<file path="config.mk">
export PLATFORM = sky130hd
export DESIGN_NAME = packet_frame_parser_core
export DESIGN_NICKNAME = d
export VERILOG_FILES = /design/src/rtl/pfp_pkg.sv /design/src/rtl/pfp_res_fifo.sv /design/src/rtl/pfp_parser.sv /design/src/rtl/packet_frame_parser_core.sv
export SDC_FILE = /design/constraint.sdc
export NUM_CORES = 1
export LEC_CHECK = 0
export BUFFER_PORTS_ARGS = -buffer_cell sky130_fd_sc_hd__buf_2
export CORE_MARGIN = 1.5
export CORE_UTILIZATION = 46
export DETAILED_ROUTE_END_ITERATION = 10
export SLEW_MARGIN = 15
export SYNTH_ARGS = -nofsm -noshare
export SYNTH_HDL_FRONTEND = slang
export SYNTH_SLANG_ARGS = --single-unit
</file>
<file path="constraint.sdc">
create_clock -name clk -period 5.41 [get_ports clk]
set_input_delay 0.8115 -clock clk [delete_from_list [all_inputs] [get_ports clk]]
set_output_delay 0.8115 -clock clk [all_outputs]
set_load 0.02 [all_outputs]
</file>
<file path="src/rtl/pfp_pkg.sv">
// ---------------------------------------------------------------------------
// pfp_pkg
// Types and constants shared by the packet frame parser modules.
// ---------------------------------------------------------------------------
package pfp_pkg;

	localparam int DEF_LEN_BITS = 32;
	localparam int MIN_FRAME    = 12;
	localparam int FIFO_DEPTH   = 4;
	localparam int TDATA_W      = 104;

	typedef enum logic [3:0] {
		PH_VERSION  = 4'd0,
		PH_TYPE     = 4'd1,
		PH_SIZE     = 4'd2,
		PH_AUTHKIND = 4'd3,
		PH_COUNT    = 4'd4,
		PH_WORDS    = 4'd5,
		PH_PLEN     = 4'd6,
		PH_PAYLOAD  = 4'd7,
		PH_DONE     = 4'd8
	} phase_t;

	typedef enum logic [2:0] {
		KIND_HEADER  = 3'd0,
		KIND_AUTH    = 3'd1,
		KIND_PLEN    = 3'd2,
		KIND_PAYLOAD = 3'd3,
		KIND_END     = 3'd4
	} kind_t;

	typedef enum logic [1:0] {
		ST_OK        = 2'd0,
		ST_TOO_SMALL = 2'd1,
		ST_MALFORMED = 2'd2,
		ST_TRUNCATED = 2'd3
	} status_t;

	typedef struct packed {
		kind_t       kind;
		logic [15:0] version;
		logic [7:0]  msg_type;
		logic [31:0] declared_size;
		logic [7:0]  auth_kind;
		logic [31:0] value;
		status_t     status;
		logic        end_of_frame;
	} result_t;

	// Up to two results per input byte: a data result and an end status.
	typedef struct packed {
		logic    a_vld;
		result_t a;
		logic    b_vld;
		result_t b;
	} parse_out_t;

endpackage

</file>
<file path="src/rtl/pfp_res_fifo.sv">
// ---------------------------------------------------------------------------
// pfp_res_fifo
// Small result queue; takes up to two results per cycle, delivers one.
// ---------------------------------------------------------------------------
module pfp_res_fifo (
	input  logic                clk,
	input  logic                arst_n,
	input  pfp_pkg::parse_out_t push,
	input  logic                rd_rdy,
	output logic                rd_vld,
	output pfp_pkg::result_t    head,
	output logic                room
);

	localparam int DEPTH = pfp_pkg::FIFO_DEPTH;
	localparam int PTR_W = $clog2(DEPTH);
	localparam int CNT_W = $clog2(DEPTH + 1);

	pfp_pkg::result_t mem_q [DEPTH];
	logic [PTR_W-1:0] wr_ptr_q;
	logic [PTR_W-1:0] rd_ptr_q;
	logic [CNT_W-1:0] cnt_q;
	logic             wr0_en;
	logic             wr1_en;
	logic             pop;
	pfp_pkg::result_t wr0;
	logic [CNT_W-1:0] push_n;

	assign wr0_en = push.a_vld | push.b_vld;
	assign wr1_en = push.a_vld & push.b_vld;
	assign wr0    = push.a_vld ? push.a : push.b;
	assign push_n = CNT_W'(wr0_en) + CNT_W'(wr1_en);
	assign rd_vld = (cnt_q != '0);
	assign pop    = rd_vld & rd_rdy;
	assign head   = mem_q[rd_ptr_q];
	// Room for a full pair of results, so a request never overflows.
	assign room   = (cnt_q <= CNT_W'(DEPTH - 2));

	always_ff @(posedge clk) begin
		if (wr0_en) begin
			mem_q[wr_ptr_q] <= wr0;
		end
		if (wr1_en) begin
			mem_q[wr_ptr_q + PTR_W'(1)] <= push.b;
		end
	end

	always_ff @(posedge clk or negedge arst_n) begin
		if (!arst_n) begin
			wr_ptr_q <= '0;
			rd_ptr_q <= '0;
			cnt_q    <= '0;
		end else begin
			wr_ptr_q <= wr_ptr_q + PTR_W'(push_n);
			if (pop) begin
				rd_ptr_q <= rd_ptr_q + PTR_W'(1);
			end
			cnt_q <= cnt_q + push_n - CNT_W'(pop);
		end
	end

endmodule

</file>
<file path="src/rtl/pfp_parser.sv">
// ---------------------------------------------------------------------------
// pfp_parser
// Field decoder: assembles big-endian fields and builds the results of a byte.
// ---------------------------------------------------------------------------
module pfp_parser #(
	parameter int LEN_BITS = pfp_pkg::DEF_LEN_BITS
) (
	input  logic                clk,
	input  logic                arst_n,
	input  logic                in_acc,
	input  logic [7:0]          data_byte,
	input  logic                buffer_end,
	output pfp_pkg::parse_out_t res
);

	pfp_pkg::phase_t     phase_q, phase_p, phase_nxt;
	logic [1:0]          idx_q, idx_p, idx_nxt;
	logic [31:0]         asm_q, asm_p, asm_nxt;
	logic [LEN_BITS-1:0] bytes_q, bytes_inc, bytes_nxt;
	logic [15:0]         ver_q, ver_p, ver_nxt;
	logic [7:0]          type_q, type_p, type_nxt;
	logic [31:0]         size_q, size_p, size_nxt;
	logic [7:0]          akind_q, akind_p, akind_nxt;
	logic [31:0]         words_q, words_p, words_nxt;
	logic [31:0]         pay_q, pay_p, pay_nxt;
	logic [2:0]          fld_len;
	logic [31:0]         asm_shift;
	logic                fld_done;
	pfp_pkg::status_t    status;

	always_comb begin
		unique case (phase_q) inside
			pfp_pkg::PH_VERSION:                      fld_len = 3'd2;
			pfp_pkg::PH_TYPE, pfp_pkg::PH_AUTHKIND:   fld_len = 3'd1;
			default:                                  fld_len = 3'd4;
		endcase
	end

	assign asm_shift = {asm_q[23:0], data_byte};
	assign fld_done  = (({1'b0, idx_q} + 3'd1) >= fld_len);
	assign bytes_inc = (bytes_q != {LEN_BITS{1'b1}}) ? bytes_q + LEN_BITS'(1) : bytes_q;

	// Next state of the frame decode, before the end-of-buffer restart.
	always_comb begin
		phase_p = phase_q;
		idx_p   = idx_q;
		asm_p   = asm_q;
		ver_p   = ver_q;
		type_p  = type_q;
		size_p  = size_q;
		akind_p = akind_q;
		words_p = words_q;
		pay_p   = pay_q;
		unique case (phase_q) inside
			pfp_pkg::PH_PAYLOAD: begin
				pay_p = pay_q - 32'd1;
				if (pay_q == 32'd1) begin
					phase_p = pfp_pkg::PH_DONE;
				end
			end
			pfp_pkg::PH_VERSION, pfp_pkg::PH_TYPE, pfp_pkg::PH_SIZE, pfp_pkg::PH_AUTHKIND,
			pfp_pkg::PH_COUNT, pfp_pkg::PH_WORDS, pfp_pkg::PH_PLEN: begin
				asm_p = fld_done ? 32'd0 : asm_shift;
				idx_p = fld_done ? 2'd0 : idx_q + 2'd1;
				if (fld_done) begin
					unique case (phase_q)
						pfp_pkg::PH_VERSION: begin
							ver_p   = asm_shift[15:0];
							phase_p = pfp_pkg::PH_TYPE;
						end
						pfp_pkg::PH_TYPE: begin
							type_p  = asm_shift[7:0];
							phase_p = pfp_pkg::PH_SIZE;
						end
						pfp_pkg::PH_SIZE: begin
							size_p  = asm_shift;
							phase_p = pfp_pkg::PH_AUTHKIND;
						end
						pfp_pkg::PH_AUTHKIND: begin
							akind_p = asm_shift[7:0];
							phase_p = pfp_pkg::PH_COUNT;
						end
						pfp_pkg::PH_COUNT: begin
							words_p = asm_shift;
							phase_p = (asm_shift != 32'd0) ? pfp_pkg::PH_WORDS : pfp_pkg::PH_PLEN;
						end
						pfp_pkg::PH_WORDS: begin
							words_p = words_q - 32'd1;
							if (words_q == 32'd1) begin
								phase_p = pfp_pkg::PH_PLEN;
							end
						end
						default: begin
							pay_p   = asm_shift;
							phase_p = (asm_shift != 32'd0) ? pfp_pkg::PH_PAYLOAD : pfp_pkg::PH_DONE;
						end
					endcase
				end
			end
			default: begin
			end
		endcase
	end

	// The status uses the count and phase as they stand after this byte.
	always_comb begin
		if (bytes_inc < LEN_BITS'(pfp_pkg::MIN_FRAME)) begin
			status = pfp_pkg::ST_TOO_SMALL;
		end else if (size_p > 32'(bytes_inc)) begin
			status = pfp_pkg::ST_MALFORMED;
		end else if (phase_p != pfp_pkg::PH_DONE) begin
			status = pfp_pkg::ST_TRUNCATED;
		end else begin
			status = pfp_pkg::ST_OK;
		end
	end

	always_comb begin
		if (buffer_end) begin
			phase_nxt = pfp_pkg::PH_VERSION;
			idx_nxt   = '0;
			asm_nxt   = '0;
			bytes_nxt = '0;
			ver_nxt   = '0;
			type_nxt  = '0;
			size_nxt  = '0;
			akind_nxt = '0;
			words_nxt = '0;
			pay_nxt   = '0;
		end else begin
			phase_nxt = phase_p;
			idx_nxt   = idx_p;
			asm_nxt   = asm_p;
			bytes_nxt = bytes_inc;
			ver_nxt   = ver_p;
			type_nxt  = type_p;
			size_nxt  = size_p;
			akind_nxt = akind_p;
			words_nxt = words_p;
			pay_nxt   = pay_p;
		end
	end

	// Results caused by the current request.
	always_comb begin
		res = '0;
		unique case (phase_q)
			pfp_pkg::PH_COUNT: begin
				res.a_vld           = in_acc & fld_done;
				res.a.kind          = pfp_pkg::KIND_HEADER;
				res.a.version       = ver_q;
				res.a.msg_type      = type_q;
				res.a.declared_size = size_q;
				res.a.auth_kind     = akind_q;
				res.a.value         = asm_shift;
			end
			pfp_pkg::PH_WORDS: begin
				res.a_vld   = in_acc & fld_done;
				res.a.kind  = pfp_pkg::KIND_AUTH;
				res.a.value = asm_shift;
			end
			pfp_pkg::PH_PLEN: begin
				res.a_vld   = in_acc & fld_done;
				res.a.kind  = pfp_pkg::KIND_PLEN;
				res.a.value = asm_shift;
			end
			pfp_pkg::PH_PAYLOAD: begin
				res.a_vld   = in_acc;
				res.a.kind  = pfp_pkg::KIND_PAYLOAD;
				res.a.value = {24'd0, data_byte};
			end
			default: begin
				res.a_vld  = 1'b0;
				res.a.kind = pfp_pkg::KIND_HEADER;
			end
		endcase
		res.b_vld          = in_acc & buffer_end;
		res.b.kind         = pfp_pkg::KIND_END;
		res.b.status       = status;
		res.b.end_of_frame = 1'b1;
	end

	always_ff @(posedge clk or negedge arst_n) begin
		if (!arst_n) begin
			phase_q <= pfp_pkg::PH_VERSION;
			idx_q   <= '0;
			asm_q   <= '0;
			bytes_q <= '0;
			ver_q   <= '0;
			type_q  <= '0;
			size_q  <= '0;
			akind_q <= '0;
			words_q <= '0;
			pay_q   <= '0;
		end else if (in_acc) begin
			phase_q <= phase_nxt;
			idx_q   <= idx_nxt;
			asm_q   <= asm_nxt;
			bytes_q <= bytes_nxt;
			ver_q   <= ver_nxt;
			type_q  <= type_nxt;
			size_q  <= size_nxt;
			akind_q <= akind_nxt;
			words_q <= words_nxt;
			pay_q   <= pay_nxt;
		end
	end

endmodule

</file>
<file path="src/rtl/packet_frame_parser_core.sv">
// ---------------------------------------------------------------------------
// packet_frame_parser_core
// Byte-serial frame decoder with header, auth word, length and payload results.
// ---------------------------------------------------------------------------
// Bytes of a frame enter on the s_axis channel, one per request, with tlast
// on the final byte of the received buffer. Results leave on m_axis: tuser
// carries the result kind and tlast marks the end status of the frame.
// A result is written into the result queue as the byte that causes it is
// accepted. The decode of a byte is one pass of logic between the field
// state registers and a four-entry result queue, so one byte is taken every
// cycle while the queue has room. The last byte of a buffer can cause two
// results (its data result and the end status); the queue takes both at
// once and delivers the second after the first.
// s_axis_tready drops only while the queue holds more than two results, that
// is when the receiver stalls; accepted bytes are never lost.
// Reset clears the queue and returns the decoder to the version field.
// ---------------------------------------------------------------------------
module packet_frame_parser_core #(
	parameter int LEN_BITS = pfp_pkg::DEF_LEN_BITS
) (
	input  logic                        clk,
	input  logic                        arst_n,
	input  logic                        s_axis_tvalid,
	output logic                        s_axis_tready,
	input  logic [7:0]                  s_axis_tdata,  // data_byte
	input  logic                        s_axis_tlast,  // buffer_end
	output logic                        m_axis_tvalid,
	input  logic                        m_axis_tready,
	// version, msg_type, declared_size, auth_kind, value, status, zero fill
	output logic [pfp_pkg::TDATA_W-1:0] m_axis_tdata,
	output logic [2:0]                  m_axis_tuser,  // kind
	output logic                        m_axis_tlast   // end_of_frame
);

	logic                in_acc;
	pfp_pkg::parse_out_t res;
	pfp_pkg::result_t    head;
	logic                room;

	assign s_axis_tready = room;
	assign in_acc        = s_axis_tvalid & room;

	pfp_parser #(
		.LEN_BITS(LEN_BITS)
	) u_parser (
		.clk        (clk),
		.arst_n     (arst_n),
		.in_acc     (in_acc),
		.data_byte  (s_axis_tdata),
		.buffer_end (s_axis_tlast),
		.res        (res)
	);

	pfp_res_fifo u_fifo (
		.clk    (clk),
		.arst_n (arst_n),
		.push   (res),
		.rd_rdy (m_axis_tready),
		.rd_vld (m_axis_tvalid),
		.head   (head),
		.room   (room)
	);

	assign m_axis_tdata = {6'd0, head.status, head.value, head.auth_kind,
		head.declared_size, head.msg_type, head.version};
	assign m_axis_tuser = head.kind;
	assign m_axis_tlast = head.end_of_frame;

endmodule

</file>
== After elaboration in Yosys (flattened, before gate mapping) ==
Memory sizes are Yosys's and may differ from the RTL's.
Cells that the tools add are included.

* Add/subtract/negate cells: 11
* Order comparisons: 4
* Equality and inequality tests: 13
* Multiplexer cells: 52
* Bitwise operators: 6
* Reduce and logical (&&, ||, !) cells: 20

{| class="wikitable"
|+ Operators with widths
! kind !! count
|-
| $mux W32 || 12
|-
| $pmux W32 S2 || 3
|-
| $mux W102 || 1
|-
| $mux W24 || 3
|-
| $eq A32 B1 Y1 const B || 2
|-
| $mux W16 || 4
|-
| $mux W64 || 1
|-
| $mux W8 || 8
|-
| $sub A32 B1 Y32 const B || 2
|-
| $add A32 B1 Y32 const B || 1
|-
| $gt A32 B32 Y1 || 1
|-
| $lt A32 B4 Y1 const B || 1
|-
| $ne A32 B32 Y1 const B || 1
|-
| $reduce_bool A32 Y1 || 1
|-
| $pmux W4 S6 || 1
|-
| $mux W4 || 5
|-
| $reduce_and A4 Y1 || 5
|-
| $eq A4 B3 Y1 const B || 4
|-
| $pmux W4 S4 || 1
|-
| $mux W2 || 7
|-
| $reduce_bool A2 Y1 || 5
|-
| $reduce_bool A3 Y1 || 3
|-
| $eq A4 B2 Y1 const B || 2
|-
| $pmux W4 S2 || 1
|-
| other kinds (22) || 31
|}

* Flip-flop bits (word level): 197
* Bits in writable memories: 408
* Input port bits: 13
* Output and inout port bits: 110
* Word-level logic and storage cells: 120
* Memories: 1

{| class="wikitable"
|+ Memories
! memory !! depth !! width !! read ports !! clocked after memory_dff !! wr ports !! RTL line !! source
|-
| u_fifo.mem_q || 4 || 102 || 1 || 0 || 2 || pfp_res_fifo.sv:19 || <nowiki>pfp_pkg::result_t mem_q [DEPTH];</nowiki>
|}

== Longest topological paths before layout ==
Gate-level depths: netlist of run 1.

* Word-level depth: 11
* Gate-level depth with buffers: 19
* Depth with buffers taken out: 17

== Hierarchy ==
Synthesis of run 1 repeated with hierarchy kept, for this count alone.

* Cells, all modules: 3048
* Area, all modules: 34680.8 µm²

{| class="wikitable"
|+ Modules (own cells, without submodules)
! module !! times used !! cells each !! area each (µm²) !! seq. area each (µm²)
|-
| pfp_res_fifo || 1 || 1534 || 21629.5 || 12426.9
|-
| pfp_parser || 1 || 1506 || 12996.2 || 4754.6
|-
| packet_frame_parser_core || 1 || 8 || 55.1 || 0.0
|}

== Worst setup path after synthesis of run 1 ==
Ideal clock, no wire load.

* Kind: register to register
* Start: register u_parser.phase_q[1]
* End: memory u_fifo.mem_q[3][2] (netlist name), data pin
* Library setup time: 0.255 ns
* Arrival: 4.693 ns
* Required time: 5.155 ns
* Setup slack: 0.462 ns
* Stages on the path, launching flop included: 20
* Buffers on the path: 2
* Clock period less this slack: 4.948 ns
* Cells stage by stage: dfrtp_1 clkbuf_1 nor2b_1 nor3_1 ha_1 a21oi_1 o21a_1 nor3_1 nand2_1 buf_1 mux2_2 ha_1 nand4_1 nor2_1 nand2_1 or4_1 or3_1 o31a_1 or3_1 and3_1

{| class="wikitable"
|+ RTL lines
! what !! RTL line !! source
|-
| start: declaration || pfp_parser.sv:16 || <nowiki>pfp_pkg::phase_t phase_q, phase_p, phase_nxt;</nowiki>
|-
| start signal: assignment || pfp_parser.sv:185 || <nowiki>phase_q <= pfp_pkg::PH_VERSION;</nowiki>
|-
| start signal: assignment || pfp_parser.sv:196 || <nowiki>phase_q <= phase_nxt;</nowiki>
|-
| end: declaration || pfp_res_fifo.sv:19 ||
|}

==> reports/summary.txt, run 1 <==
die area: 0.05995 mm^2
met1 WL: 36.65 mm
Pleak: 12.61 nW
Crit Path Max Fanout: 32
Worst R2R Setup Slack: 0.39 ns
Worst-Skew Late Latency: 0.61 ns
top-count cell post-synth: a22o_1
Critical R2R Capture: u_fifo.mem_q[0][2]
cell repeated most along the worst path: nand2_1
Bufs on Longest Clock Path: 3
Critical path origin: u_parser.phase_q[0]
CP Capture Point: u_fifo.mem_q[0][2]
Syn. warnings: 0
first-pass GRT wire length: 127.7 mm
WL met3: 5.534 mm
Worst Hold Class: primary input to async pin
port bufs: 116
final slew viol count: 0
Final period util: 92.82%
WL/cell: 25.04 um
R2R Path Start: u_parser.phase_q[0]
crit start category: register
Worst EP required: 5.77 ns
Die X: 244.9 um
max-cap check violation count: 0
sequential fraction of the synthesis area: 48.68%
slowest CP cell: or4_1
area leader, netlist: dfxtp_1
layout cells sized above 1: 18.65%
via count: 20980
Routed met2 length: 38.29 mm
fmax: 199.1 MHz
Area contributors post-synth: dfxtp_1 (29%), dfrtp_1 (18%), a22o_1 (15%)
Pre-Repair DR Iteration Count: 5
fraction of registers with async set/reset: 32.78%
post-layout minimum cycle time: 5.022 ns
fin util: 52.66%
clk_skew: 0.02345 ns
Setup CP Type: register to register
Synth cell types: 74
Post-synth EDFFs: 8
Post-synth top cells: a22o_1 (452), dfxtp_1 (396), dfrtp_1 (197)
Nets: 2550
status: completed
Mapped Area: 0.02691 mm^2
antenna-violating nets left: 0
setup_tns: 0 ns
vias in the first global route: 20610
Final Hold Fails: 0
Layout area overhead: 13.14%
Die Y: 244.9 um
GP Congestion: 0.8884
post-synth top area share: 29.46%
initial antenna violation count: 3
Setup crit end kind: register
Power Dens Cells: 445.3 mW/mm^2
top_reg_cell synth: dfxtp_1
cells on worst reg2reg path: 18
maximum number of pins on one net before global-route repair: 106
routed vias/inst: 6.337
Rel. slew slack: 27.12%
RSZ-0062 raised after global routing: no
postcts setup bufs: 0
clk slew on worst S/H paths: 0.06 ns
crit-path max cell delay: 0.56 ns
starting DRC count in detailed routing: 1935
CTS root buf: clkbuf_16
I/O pins: 123
total track usage: 27.58%
GRT overflow: 0
top layer in use: met5
final setup violation count: 0
HPWL Detailed: 51.53 mm
Rows: 88
H-tree levels: 3
Cells after Synth: 2478
Starting Density: 46.55%
CTS tree: yes
CP Data Arrival Time: 5.38 ns
worst slew pin tran: 1.093 ns
Peak VDD IR: 0.0003499 V
Synth Register Bits: 601
clk sink count: 601
drt total wl: 82.87 mm
DRC: 0
Synth Area per Inst: 10.86 um^2
CTS buffer count: 68
core area: 0.05781 mm^2
Critical Path, Cell by Cell: nor2_1, nand2_1, ha_1, nand2_1, o21a_1, nor3_1, nand2_1, buf_12, mux2_2, ha_1, nand4_1, nor2_1, nand2_1, or4_1, or3_1, o31a_1, or3_1, and3_1
sequential cells by signal, summed over array words and instances, names as in the netlist:
signal / count
u_fifo.cnt_q: 3
u_fifo.mem_q: 404
u_fifo.rd_ptr_q: 2
u_fifo.wr_ptr_q: 2
u_parser.akind_q: 8
u_parser.asm_q: 24
u_parser.bytes_q: 32
u_parser.idx_q: 2
u_parser.pay_q: 32
u_parser.phase_q: 4
u_parser.size_q: 32
u_parser.type_q: 8
u_parser.ver_q: 16
u_parser.words_q: 32
power by group:
part	switching [mW]	leakage (nW)	internal, mW	total (mW)
registers	0.719	5.92	4.82	5.54
logic	2.09	5.57	1.21	3.29
clock network	1.91	1.12	2.81	4.73
area by class of cell:
class	count	area, um^2
clock buffers	101	2032
fillers	5083	27360
repair buffers	175	1120
clock inverters	22	259.0
inverters	23	86.33
flip-flops and latches	601	13110
multi-input cells	1620	12870
diodes	3	7.507
well taps	765	957.2
worst min path at each step:
stage                                to  slack, ns               start
global route         u_parser.size_q[7]       0.33              arst_n
global placement     u_fifo.mem_q[1][0]       0.43  u_fifo.mem_q[1][0]
floorplan            u_fifo.mem_q[2][0]       0.42  u_fifo.mem_q[2][0]
finish               u_parser.size_q[7]       0.26              arst_n
CTS                 u_parser.size_q[15]       0.36              arst_n
detailed placement   u_fifo.mem_q[3][0]       0.44  u_fifo.mem_q[3][0]
logic make-up (layout without fill, tap and decap cells):
group	Yosys count	count (layout)	synth area share, %
adder cells (fa/ha/maj)	48	48	2.260
AO/OA/AOI/OAI	800	800	22.22
other	1	9	0.01394
XOR/XNOR	47	47	1.530
AND/OR/NAND/NOR	542	542	9.826
multiplexers	177	177	11.54
buffers and inverters	262	321	3.929
flip-flops	601	601	48.68
per-layer routing:
| metal | vias to the layer above | track usage (%) |
|---|---|---|
| met2 | 790 | 44.42 |
| met4 | 2 | 8.569 |
| met1 | 10620 | 37.87 |
| met5 | - | 0 |
| li1 | 9403 | - |
| met3 | 159 | 4.767 |
repair_timing:
item	in CTS	in global routing
endpoints found under the setup margin	0	2
gates resized for setup	0	1
hold buffers	0	0
stage by stage:
| step | instance area, um^2 | instances | total power [mW] | hold WS, ns | setup slack, ns |
|---|---|---|---|---|---|
| finish | 30440 | 3310 | 13.56 | 0.2567 | 0.3883 |
| global route | 30440 | 3309 | 14.14 | 0.3319 | 0.03129 |
| CTS | 30430 | 3307 | 13.61 | 0.3595 | 0.3270 |
| detailed placement | 28140 | 3184 | 8.889 | 0.4404 | 0.3480 |
| global placement | 28140 | 3184 | 8.834 | 0.4270 | 0.4190 |
| floorplan | 26920 | 2483 | 7.647 | 0.4185 | 0.4621 |
worst max-delay path: cells and delay by family, from the launching register on:
kind	cells	cell delay [ns]
compound gates	2	0.39
fa+ha+maj	2	0.58
buf+inv	1	0.21
flops	1	0.49
mux	1	0.30
simple gates	12	2.79
cells in the final DEF, fill, tap and decap left out, types with 56 or more instances in the layout:
master / netlist / routed
mux2_2: 56 / 56
a21oi_1: 91 / 91
nor2_1: 135 / 132
clkbuf_16: 0 / 73
a22o_1: 452 / 452
o21ai_0: 163 / 163
buf_2: 13 / 115
mux4_2: 101 / 101
nand2_1: 152 / 149
dfxtp_1: 396 / 396
dfrtp_1: 197 / 194
Power figures use the tool's default switching activity.
==> inputs of run 2 (changes only) <==
--- a/config.mk
+++ b/config.mk
@@ -5,11 +5,12 @@
 export SDC_FILE = /design/constraint.sdc
 export NUM_CORES = 1
 export LEC_CHECK = 0
+export ABC_AREA = 1
 export BUFFER_PORTS_ARGS = -buffer_cell sky130_fd_sc_hd__buf_2
 export CORE_MARGIN = 1.5
 export CORE_UTILIZATION = 46
 export DETAILED_ROUTE_END_ITERATION = 10
-export SLEW_MARGIN = 15
+export SLEW_MARGIN = 30
 export SYNTH_ARGS = -nofsm -noshare
 export SYNTH_HDL_FRONTEND = slang
 export SYNTH_SLANG_ARGS = --single-unit
==> reports/summary.txt, run 2 <==
Post-synth EDFFs: 8
switching component of the power: 9.640 mW
diode count: 0
Worst Hold Class: primary input to async pin
Die Y: 250.9 um
Reg power frac: 35.0%
setup_tns: 0 ns
layout cells sized above 1: 9.001%
Final period util: 88.94%
crit-path max cell delay: 0.59 ns
clk_skew: 0.03108 ns
WL/cell: 19.52 um
Internal: 12.48 mW
vias in the first global route: 23480
Rel. slew slack: 31.65%
fin util: 52.14%
RSZ-0062 raised after global routing: no
port bufs: 116
DRC: 0
combinational share of power: 44.2%
H-tree levels: 3
Layout area overhead: 11.78%
CTS buffer count: 68
Post-CTS Resized: 0
R2R Path Start: u_parser.phase_q[3]
Synth Area per Inst: 7.683 um^2
commonest non-fill, non-tap cell in the layout: inv_1
Nets: 3740
grt met1 use: 38.03%
status: completed
first-pass GRT wire length: 136.9 mm
initial antenna violation count: 1
area leader, netlist: dfxtp_1
Reg with most FFs: u_fifo.mem_q
Final Hold Fails: 0
routed vias/inst: 5.535
Critical R2R Capture: u_fifo.mem_q[3][2]
Crit Path Max Fanout: 38
worst slew pin tran: 1.021 ns
Post-CTS Hold Buffers: 0
Sequential Area: 0.01310 mm^2
Worst-Skew Late Latency: 0.62 ns
clk slew on worst S/H paths: 0.06 ns
post-layout minimum cycle time: 4.812 ns
clk sink count: 601
crit start category: register
Worst R2R Setup Slack: 0.60 ns
antenna-violating nets left: 0
Post-synth top cells: inv_1 (615), nand2_1 (489), o22ai_1 (475)
fmax: 207.8 MHz
Pleak: 13.99 nW
CTS root buf: clkbuf_16
GP Congestion: 0.9151
postcts setup bufs: 0
GRT met2 Usage: 44.79%
slowest CP cell: nand3_2
fraction of registers with async set/reset: 32.78%
final setup violation count: 0
GRT overflow: 0
core area: 0.06058 mm^2
via count: 24990
Bufs on Longest Clock Path: 3
Cells after Synth: 3678
cells on worst reg2reg path: 21
CTS tree: yes
sequential fraction of the synthesis area: 46.35%
Rows: 90
Synth Register Bits: 601
GR Layer Usage met3: 4.400%
HPWL Detailed: 56.38 mm
GR peak layer: met2
clock share of power: 20.8%
CP delay by family, top: simple AND/OR/NAND/NOR gates
CP Data Arrival Time: 5.15 ns
top_reg_cell synth: dfxtp_1
die area: 0.06293 mm^2
post-synth top area share: 28.05%
Sw Share: 43.58%
Fillers: 5974
total track usage: 27.70%
Die X: 250.9 um
Starting Density: 46.65%
starting DRC count in detailed routing: 1994
area of the multi-input gates: 0.01187 mm^2
hold slack: 0.09517 ns
maximum number of pins on one net before global-route repair: 148
Critical Path, Cell by Cell: nor2_2, nand3_1, ha_1, nand3b_1, nand3_1, buf_4, nand3_2, buf_4, nand2_1, o21a_1, inv_1, ha_1, a21oi_1, o21a_1, nor2_1, o21ai_0, nand2_1, o21bai_1, nand3_1, nand2_1, nor2_1
final slew viol count: 0
Pre-Repair DR Iteration Count: 7
Power Dens Cells: 700.2 mW/mm^2
commonest non-fill, non-tap cells in the layout: inv_1 (612), nand2_1 (489), o22ai_1 (475)
I/O pins: 123
Largest register FFs: 404
max-cap check violation count: 0
top-count cell post-synth: inv_1
Setup CP Type: register to register
Worst EP required: 5.75 ns
Area contributors post-synth: dfxtp_1 (28%), dfrtp_1 (17%), o22ai_1 (11%)
Syn. warnings: 0
Peak VDD IR: 0.0003703 V
Mapped Area: 0.02826 mm^2
Synth cell types: 61
drt total wl: 88.13 mm
Buffers & Inverters on Critical Path: 3
Setup crit end kind: register
[run 2: changes by cell type after synthesis, moves of 36 or more]
| cell | previous run | this run |
|---|---|---|
| o22ai_1 | 9 | 475 |
| nor2_1 | 135 | 207 |
| nand3_1 | 27 | 155 |
| inv_1 | 21 | 615 |
| mux4_2 | 101 | 0 |
| nand2_1 | 152 | 489 |
| a22o_1 | 452 | 1 |
| o21ai_0 | 163 | 237 |
| mux2_2 | 56 | 20 |
| a21oi_1 | 91 | 377 |
[run 2: through the flow]
step | total power, mW | instances | instance area (um^2) | setup slack (ns)
5_1_grt | 23.72 | 4515 | 31590 | 0.2350
6_report | 22.12 | 4515 | 31590 | 0.5984
3_5_place_dp | 17.48 | 4390 | 29340 | 0.7195
4_1_cts | 22.11 | 4514 | 31560 | 0.6783
2_1_floorplan | 14.50 | 3683 | 28280 | 1.789
3_3_place_gp | 17.36 | 4389 | 29310 | 0.7384
[run 2: worst max-delay path by stage]
stage | start | end | depth (start not counted) | slack, ns
floorplan | u_parser.phase_q[3] | u_fifo.mem_q[3][2] | 23 | 1.79
global placement | u_parser.phase_q[3] | u_fifo.mem_q[3][2] | 21 | 0.74
detailed placement | u_parser.phase_q[3] | u_fifo.mem_q[3][2] | 21 | 0.72
CTS | u_parser.phase_q[3] | u_fifo.mem_q[3][2] | 21 | 0.68
global route | u_parser.phase_q[3] | u_fifo.mem_q[3][2] | 22 | 0.23
finish | u_parser.phase_q[3] | u_fifo.mem_q[3][2] | 21 | 0.60
[run 2: layout make-up]
type                    count  share of cell area, %
inverters                 636                  7.648
multi-input cells        2218                  37.57
well taps                 782                  3.097
clock inverters            19                 0.4317
clock buffers             105                  6.611
flip-flops and latches    601                  41.47
repair buffers            154                  3.165
[run 2: kinds of logic (layout without fill, tap and decap cells)]
kind of cell	count (synthesis)	after routing	share of synthesized area, %
other	1	6	0.01327
adders and majority gates	48	48	2.152
muxes	24	24	0.9563
DFF	601	601	46.35
xor gates and xnor gates	30	30	0.9298
AOI/OAI and AO/OA	1171	1171	23.52
and+or+nand+nor	939	939	14.22
buffers and inverters	864	914	11.86
[run 2: layer usage]
layer / vias up / routed length (um)
met2: 702 / 40430
met4: 2 / 2458
li1: 12350 / -
met1: 11780 / 39840
met5: - / 12
met3: 149 / 5381
[run 2: power by group through the flow]
stage / clock network [mW] / registers (mW) / logic [mW]
after floorplan: 0 / 7.29 / 7.21
after CTS: 4.66 / 7.71 / 9.74
after detailed placement: 0 / 7.79 / 9.69
after global placement: 0 / 7.74 / 9.62
final: 4.59 / 7.74 / 9.78
after global routing: 4.85 / 7.97 / 10.9
